<file path="src/rtl/u2u8_pkg.sv">
// Shared types, constants and byte-forming function for the UCS-2 to UTF-8 encoder.
package u2u8_pkg;

	localparam int unsigned UNIT_W   = 16;
	localparam int unsigned BYTE_W   = 8;
	localparam int unsigned CNT_W    = 16;
	localparam int unsigned QDEPTH   = 2;
	localparam int unsigned QPTR_W   = $clog2(QDEPTH);
	localparam int unsigned QCNT_W   = $clog2(QDEPTH + 1);

	localparam logic [UNIT_W-1:0] ONE_BYTE_MAX = 16'h007F;
	localparam logic [UNIT_W-1:0] TWO_BYTE_MAX = 16'h07FF;
	localparam logic [CNT_W-1:0]  CAP_RESET    = 16'd256;

	localparam logic [1:0] SZ_ONE   = 2'd1;
	localparam logic [1:0] SZ_TWO   = 2'd2;
	localparam logic [1:0] SZ_THREE = 2'd3;

	localparam logic [2:0] LEAD2 = 3'b110;
	localparam logic [3:0] LEAD3 = 4'b1110;
	localparam logic [1:0] CONT  = 2'b10;

	typedef logic [1:0] size_t;

	typedef struct packed {
		logic              term;
		size_t             size;
		logic [UNIT_W-1:0] code;
		logic [CNT_W-1:0]  bytes_total;
		logic [CNT_W-1:0]  chars_total;
	} entry_t;

	function automatic logic [BYTE_W-1:0] utf8_byte(input logic [UNIT_W-1:0] code,
	                                                 input size_t size, input logic [1:0] idx);
		logic [BYTE_W-1:0] b;
		b = '0;
		case (size)
			SZ_ONE: b = code[7:0];
			SZ_TWO: b = (idx == 2'd0) ? {LEAD2, code[10:6]} : {CONT, code[5:0]};
			SZ_THREE: begin
				case (idx)
					2'd0:    b = {LEAD3, code[15:12]};
					2'd1:    b = {CONT, code[11:6]};
					default: b = {CONT, code[5:0]};
				endcase
			end
			default: b = '0;
		endcase
		return b;
	endfunction

endpackage

</file>
<file path="src/rtl/u2u8_front.sv">
// Front end: takes code units, holds capacity and string state, classifies and queues work.
module u2u8_front (
	input  logic                          clk,
	input  logic                          arst_n,
	input  logic                          cfg_we,
	input  logic [u2u8_pkg::CNT_W-1:0]    cfg_wdata,
	input  logic                          in_valid,
	output logic                          in_stall,
	input  logic [u2u8_pkg::UNIT_W-1:0]   code_unit,
	input  logic                          q_full,
	output logic                          push,
	output u2u8_pkg::entry_t              push_data
);
	import u2u8_pkg::*;

	logic [CNT_W-1:0] capacity_q;
	logic [CNT_W-1:0] wpos_q;
	logic [CNT_W-1:0] chars_q;
	logic             stopped_q;

	logic             accept;
	logic             is_zero;
	size_t            size;
	logic [CNT_W:0]   next_pos;
	logic             fits;

	assign in_stall = q_full;
	assign accept   = in_valid && !q_full;
	assign is_zero  = (code_unit == '0);

	always_comb begin
		if (code_unit <= ONE_BYTE_MAX)
			size = SZ_ONE;
		else if (code_unit <= TWO_BYTE_MAX)
			size = SZ_TWO;
		else
			size = SZ_THREE;
	end

	assign next_pos = {1'b0, wpos_q} + {{(CNT_W - 1){1'b0}}, size};
	assign fits     = next_pos < {1'b0, capacity_q};
	assign push     = accept && (is_zero || (!stopped_q && fits));

	always_comb begin
		push_data.term        = is_zero;
		push_data.size        = is_zero ? SZ_ONE : size;
		push_data.code        = code_unit;
		push_data.bytes_total = is_zero ? wpos_q : '0;
		push_data.chars_total = is_zero ? chars_q : '0;
	end

	always_ff @(posedge clk or negedge arst_n) begin
		if (!arst_n) begin
			capacity_q <= CAP_RESET;
		end else if (cfg_we) begin
			capacity_q <= cfg_wdata;
		end
	end

	always_ff @(posedge clk or negedge arst_n) begin
		if (!arst_n) begin
			wpos_q    <= '0;
			chars_q   <= '0;
			stopped_q <= 1'b0;
		end else if (accept) begin
			if (is_zero) begin
				wpos_q    <= '0;
				chars_q   <= '0;
				stopped_q <= 1'b0;
			end else if (!stopped_q) begin
				if (fits) begin
					wpos_q  <= next_pos[CNT_W-1:0];
					chars_q <= chars_q + CNT_W'(1);
				end else begin
					stopped_q <= 1'b1;
				end
			end
		end
	end

endmodule

</file>
<file path="src/rtl/u2u8_fifo.sv">
// Short queue of classified units between front and back end.
module u2u8_fifo (
	input  logic             clk,
	input  logic             arst_n,
	input  logic             push,
	input  u2u8_pkg::entry_t push_data,
	input  logic             pop,
	output logic             full,
	output logic             head_valid,
	output u2u8_pkg::entry_t head
);
	import u2u8_pkg::*;

	entry_t              mem_q [QDEPTH];
	logic [QPTR_W-1:0]   wptr_q;
	logic [QPTR_W-1:0]   rptr_q;
	logic [QCNT_W-1:0]   count_q;

	assign full       = (count_q == QCNT_W'(QDEPTH));
	assign head_valid = (count_q != '0);
	assign head       = mem_q[rptr_q];

	always_ff @(posedge clk) begin
		if (push)
			mem_q[wptr_q] <= push_data;
	end

	always_ff @(posedge clk or negedge arst_n) begin
		if (!arst_n) begin
			wptr_q  <= '0;
			rptr_q  <= '0;
			count_q <= '0;
		end else begin
			if (push)
				wptr_q <= wptr_q + QPTR_W'(1);
			if (pop)
				rptr_q <= rptr_q + QPTR_W'(1);
			if (push && !pop)
				count_q <= count_q + QCNT_W'(1);
			else if (pop && !push)
				count_q <= count_q - QCNT_W'(1);
		end
	end

	a_no_overflow: assert property (@(posedge clk) disable iff (!arst_n) push |-> !full)
		else $error("queue written while full");
	a_no_underflow: assert property (@(posedge clk) disable iff (!arst_n) pop |-> head_valid)
		else $error("queue read while empty");

endmodule

</file>
<file path="src/rtl/u2u8_back.sv">
// Back end: splits each queued unit into UTF-8 bytes, one per cycle while out_stall is low, into the output register.
module u2u8_back (
	input  logic                         clk,
	input  logic                         arst_n,
	input  logic                         head_valid,
	input  u2u8_pkg::entry_t             head,
	output logic                         pop,
	output logic                         out_valid,
	input  logic                         out_stall,
	output logic [u2u8_pkg::BYTE_W-1:0]  out_byte,
	output logic                         last_byte,
	output logic                         is_terminator,
	output logic [u2u8_pkg::CNT_W-1:0]   bytes_total,
	output logic [u2u8_pkg::CNT_W-1:0]   chars_total
);
	import u2u8_pkg::*;

	logic [1:0]        idx_q;
	logic              out_valid_q;
	logic [BYTE_W-1:0] byte_q;
	logic              last_q;
	logic              term_q;
	logic [CNT_W-1:0]  btot_q;
	logic [CNT_W-1:0]  ctot_q;

	logic              load;
	logic              is_last;

	assign load    = head_valid && (!out_valid_q || !out_stall);
	assign is_last = (idx_q == head.size - 2'd1);
	assign pop     = load && is_last;

	always_ff @(posedge clk or negedge arst_n) begin
		if (!arst_n) begin
			out_valid_q <= 1'b0;
			idx_q       <= '0;
		end else begin
			if (load) begin
				out_valid_q <= 1'b1;
				idx_q       <= is_last ? 2'd0 : idx_q + 2'd1;
			end else if (!out_stall) begin
				out_valid_q <= 1'b0;
			end
		end
	end

	always_ff @(posedge clk) begin
		if (load) begin
			byte_q <= utf8_byte(head.code, head.size, idx_q);
			last_q <= is_last;
			term_q <= head.term;
			btot_q <= head.bytes_total;
			ctot_q <= head.chars_total;
		end
	end

	assign out_valid     = out_valid_q;
	assign out_byte      = byte_q;
	assign last_byte     = last_q;
	assign is_terminator = term_q;
	assign bytes_total   = btot_q;
	assign chars_total   = ctot_q;

	a_idx_in_range: assert property (@(posedge clk) disable iff (!arst_n)
		head_valid |-> (idx_q < head.size))
		else $error("byte index beyond unit size");
	a_term_is_last: assert property (@(posedge clk) disable iff (!arst_n)
		out_valid_q && term_q |-> last_q)
		else $error("terminator not marked as final byte");

endmodule

</file>
<file path="src/rtl/ucs2_to_utf8_encoder.sv">
// Top level of the UCS-2 to UTF-8 encoder: front end, queue and byte serialiser.
// Path: an accepted unit is written into the queue, and its first byte is then loaded
// into the output register.
// Throughput: one output byte per cycle while out_stall is low; a unit gives 1 to 3 bytes.
// Input is taken every cycle while the two-entry queue has room.
// Reset (arst_n low): queue and output empty, totals and stop flag cleared, capacity 256.
module ucs2_to_utf8_encoder (
	input  logic                         clk,
	input  logic                         arst_n,
	input  logic                         cfg_we,
	input  logic [u2u8_pkg::CNT_W-1:0]   cfg_wdata,
	input  logic                         in_valid,
	output logic                         in_stall,
	input  logic [u2u8_pkg::UNIT_W-1:0]  code_unit,
	output logic                         out_valid,
	input  logic                         out_stall,
	output logic [u2u8_pkg::BYTE_W-1:0]  out_byte,
	output logic                         last_byte,
	output logic                         is_terminator,
	output logic [u2u8_pkg::CNT_W-1:0]   bytes_total,
	output logic [u2u8_pkg::CNT_W-1:0]   chars_total
);
	import u2u8_pkg::*;

	logic   push;
	entry_t push_data;
	logic   q_full;
	logic   pop;
	logic   head_valid;
	entry_t head;

	u2u8_front u_front (
		.clk       (clk),
		.arst_n    (arst_n),
		.cfg_we    (cfg_we),
		.cfg_wdata (cfg_wdata),
		.in_valid  (in_valid),
		.in_stall  (in_stall),
		.code_unit (code_unit),
		.q_full    (q_full),
		.push      (push),
		.push_data (push_data)
	);

	u2u8_fifo u_fifo (
		.clk        (clk),
		.arst_n     (arst_n),
		.push       (push),
		.push_data  (push_data),
		.pop        (pop),
		.full       (q_full),
		.head_valid (head_valid),
		.head       (head)
	);

	u2u8_back u_back (
		.clk           (clk),
		.arst_n        (arst_n),
		.head_valid    (head_valid),
		.head          (head),
		.pop           (pop),
		.out_valid     (out_valid),
		.out_stall     (out_stall),
		.out_byte      (out_byte),
		.last_byte     (last_byte),
		.is_terminator (is_terminator),
		.bytes_total   (bytes_total),
		.chars_total   (chars_total)
	);

endmodule

</file>
<file path="config.mk">
export PLATFORM = sky130hd
export DESIGN_NAME = ucs2_to_utf8_encoder
export DESIGN_NICKNAME = d
export VERILOG_FILES = /design/src/rtl/u2u8_pkg.sv /design/src/rtl/u2u8_front.sv /design/src/rtl/u2u8_fifo.sv /design/src/rtl/u2u8_back.sv /design/src/rtl/ucs2_to_utf8_encoder.sv
export SDC_FILE = /design/constraint.sdc
export NUM_CORES = 1
export LEC_CHECK = 0
export ABC_AREA = 1
export BUFFER_PORTS_ARGS = -buffer_cell sky130_fd_sc_hd__buf_2
export CAP_MARGIN = 20
export CELL_PAD_IN_SITES_DETAIL_PLACEMENT = 1
export CELL_PAD_IN_SITES_GLOBAL_PLACEMENT = 1
export CORE_MARGIN = 2
export CORE_UTILIZATION = 37
export DETAILED_ROUTE_END_ITERATION = 10
export GPL_TIMING_DRIVEN = 1
export PLACE_DENSITY = 0.73
export SYNTH_ARGS = -nofsm -noshare
export SYNTH_HDL_FRONTEND = slang
export SYNTH_SLANG_ARGS = --single-unit
</file>
<file path="constraint.sdc">
create_clock -name clk -period 7.9 [get_ports clk]
set_clock_uncertainty 0.2 [all_clocks]
set_input_delay 0.79 -clock clk [delete_from_list [all_inputs] [get_ports clk]]
set_output_delay 0.79 -clock clk [all_outputs]
set_load 0.05 [all_outputs]
</file>
==> impl_metrics.ini <==
[place]
placement.io_buffers = 80
dp_slack_ns = 1.35
dp_hpwl_mm = 13.9
placed_cells = 1276
place.gp.congestion = 0.800

[sta]
fin_crit_sh_pct = 76.5
slew_headroom_pct = 29.8
worst_pin_slew_ns = 1.05
setup_ws_ns = 1.86
drv_slew = 0
fmaxAchievable_ghz = 0.166
finalCriticalPeriod_ns = 6.04
rsz0062_at_grt = no
tns_ns = 0
hold_violations = 0
setup_viol = 0

[grt]
grt-ovfl-total = 0
grt_max_degree = 57
antenna_found_initial = 0
grt_first_pass_wirelength_mm = 33.8
grtUsageTotal_pct = 16.7
first_global_vias = 6587

[logic_synthesis]
yosysSeqAreaShare_pct = 63.7
synth_most_common_cell = nand2_1
ys_ff_latch = 200
synth_edf_count = 144
synth.cell_area_sq_mm = 0.00899
ys_top_cells_by_count = nand2_1 (279), edfxtp_1 (144), inv_1 (98)
async_flop_share_pct = 28.0
ys_types = 39
synth_nets = 957
synth_top_area_cell = edfxtp_1
ys_warn_count = 0
avgSynthCellArea_sq_um = 10.1
syn_inst = 894
synth.area.top_cells = edfxtp_1 (48%), dfrtp_1 (15%), nand2_1 (12%)
synth.top_cell.area_share_pct = 48.1
synthFlopType = edfxtp_1

[detailed_routing]
avgViaCountPerCell = 4.72
drc = 0
drt_iter0_markers = 345
drt_pre_antenna_iters = 4
wl_mm = 20.6
dr_total_vias = 6177
postRouteAntennaNets = 0
wl_per_cell_um = 15.8

[floorplanning]
core_sq_mm = 0.0241
dieArea_sq_mm = 0.0255
die_h_um = 160
ios = 81
initial_utilization_pct = 37.3
rows = 57
dieWidth_um = 160

[clock_network]
hold_buffers = 0
numCtsBuffers = 17
cts_buffer_depth = 2
clkLatencyLatePin_ns = 0.44
cts_tree = built
cts_setup_buffers = 0
htree_num_levels = 4
cts_root_buf = clkbuf_16
cts.sinks = 200
post_cts_resized = 0
worst_setup_hold_path_clk_slew_ns = 0.07

[hold_path]
hold_class = reg -> reg
hp-start = u_fifo.wptr_q

[final_layout]
layout.nets = 1034
drive_above_1_share_pct = 14.0
num_antenna_cells = 0
areaGrowthSynthToFinish_pct = 15.0
instances_no_fill = 1308

[power]
p_leak_uw = 0.00456
power_density_mw_per_mm2 = 390
ir_drop_uv = 183

[worst_setup_path]
arrival_ns = 5.91
worstSetupStartpoint = code_unit[13]
path_class = in -> reg
crit_path_end_kind = flop
reg2reg_from = u_front.wpos_q[0]
crit_path_start_kind = primary input
cp_max_fo = 37
required_ns = 7.77

[job]
max_cap_viol_count = 0

[outcome]
outcome = completed
final timing paths:
| check | to | slack [ns] | cells past startpoint |
|---|---|---|---|
| worst max-delay path | u_fifo.mem_q[1][7] | 1.86 | 28 |
| max in group asynchronous | u_fifo.wptr_q | 6.64 | 2 |
| min in group asynchronous | u_front.capacity_q[11] | 0.32 | 2 |
| worst min register to register | u_fifo.wptr_q | 0.28 | 2 |
| worst min-delay path | u_fifo.wptr_q | 0.28 | 2 |
| worst max register to register | u_fifo.mem_q[1][7] | 2.93 | 22 |
worst max-delay path, cell delays in order:
cell and delay (ns):
buf_2 0.11, nor2_1 0.29, nand4_1 0.18, nor2_1 0.28, inv_1 0.14, nand4_1 0.11, ha_1 0.18, inv_1 0.05
fa_1 0.42, nor2_2 0.14, nand2_2 0.09, nor2_1 0.15, nand2_1 0.08, xor2_1 0.19, inv_1 0.07, ha_1 0.28
nand2_1 0.07, a21oi_1 0.06, nor2_1 0.09, nand3_1 0.09, nand2_1 0.07, nand2_1 0.05, nand2_1 0.07, nand2_2 0.07
nand2_4 0.32, nand2_4 0.35, nor2_4 0.53, buf_4 0.56
per-layer routing:
layer  vias to the layer above  share of wire (%)  global-route usage (%)
met4                         0                1.3                    5.16
met3                        21                2.7                    2.75
met2                        81                 50                    29.0
met1                      3014                 46                    21.5
met5                         -                  0                       0
li1                       3061                  -                       -
power by group:
| part | switching (uW) | internal (uW) |
|---|---|---|
| clock network | 427 | 486 |
| logic | 1170 | 379 |
| registers | 133 | 1440 |
registers in the layout (all words and copies together) (netlist names):
name	count
u_back.out_byte	8
u_back.out_valid	1
u_front.capacity_q	16
u_back.is_terminator	1
u_fifo.wptr_q	1
u_back.chars_total	16
u_fifo.mem_q	102
u_front.chars_q	16
u_front.stopped_q	1
u_back.last_byte	1
u_front.wpos_q	16
u_back.idx_q	2
u_fifo.rptr_q	1
u_back.bytes_total	16
u_fifo.count_q	2
final cells by class:
type,instances,area [sq um]
Fill cell,2761,13800
Tap cell,324,405
Inverter,100,375
Clock inverter,15,200
Clock buffer,17,425
Sequential cell,200,5730
Timing Repair Buffer,88,460
Multi-Input combinational cell,564,2740
cell families after synthesis:
family	Yosys count	share of synthesized area, %
and+or+nand+nor	462	21.1
DFF	200	63.7
buffers and inverters	130	5.85
AOI/OAI and AO/OA	52	3.22
adders and majority gates	26	3.70
xor gates and xnor gates	23	2.24
muxes	1	0.125
stage by stage:
| step | utilization (%) | hold WS (ns) | instance area, sq um | total power, uW |
|---|---|---|---|---|
| after global placement | 40.3 | 0.255 | 9710 | 3110 |
| final | 42.9 | 0.284 | 10300 | 4030 |
| after global routing | 42.9 | 0.330 | 10300 | 4290 |
| after floorplan | - | 0.242 | 8990 | 2730 |
| after detailed placement | 40.3 | 0.276 | 9710 | 3160 |
| after CTS | 42.9 | 0.285 | 10300 | 4080 |
cells in the final DEF (no fill, tap or decap), types with 5 or more instances in the layout:
master     Yosys  routed
a31oi_1        5       5
edfxtp_1     144     144
inv_6          0       6
nand2_1      279     279
clkbuf_16      0      17
nand4_1       10      10
a21oi_1       10      10
nor3_1        14      14
buf_2          3      80
nand3_1       46      46
o21ai_0       27      27
inv_1         98      96
xor2_1        21      21
ha_1          25      25
dfrtp_1       55      55
nor2_1        96      95
buf_4          3       8
(Power assumes the default switching activity.)
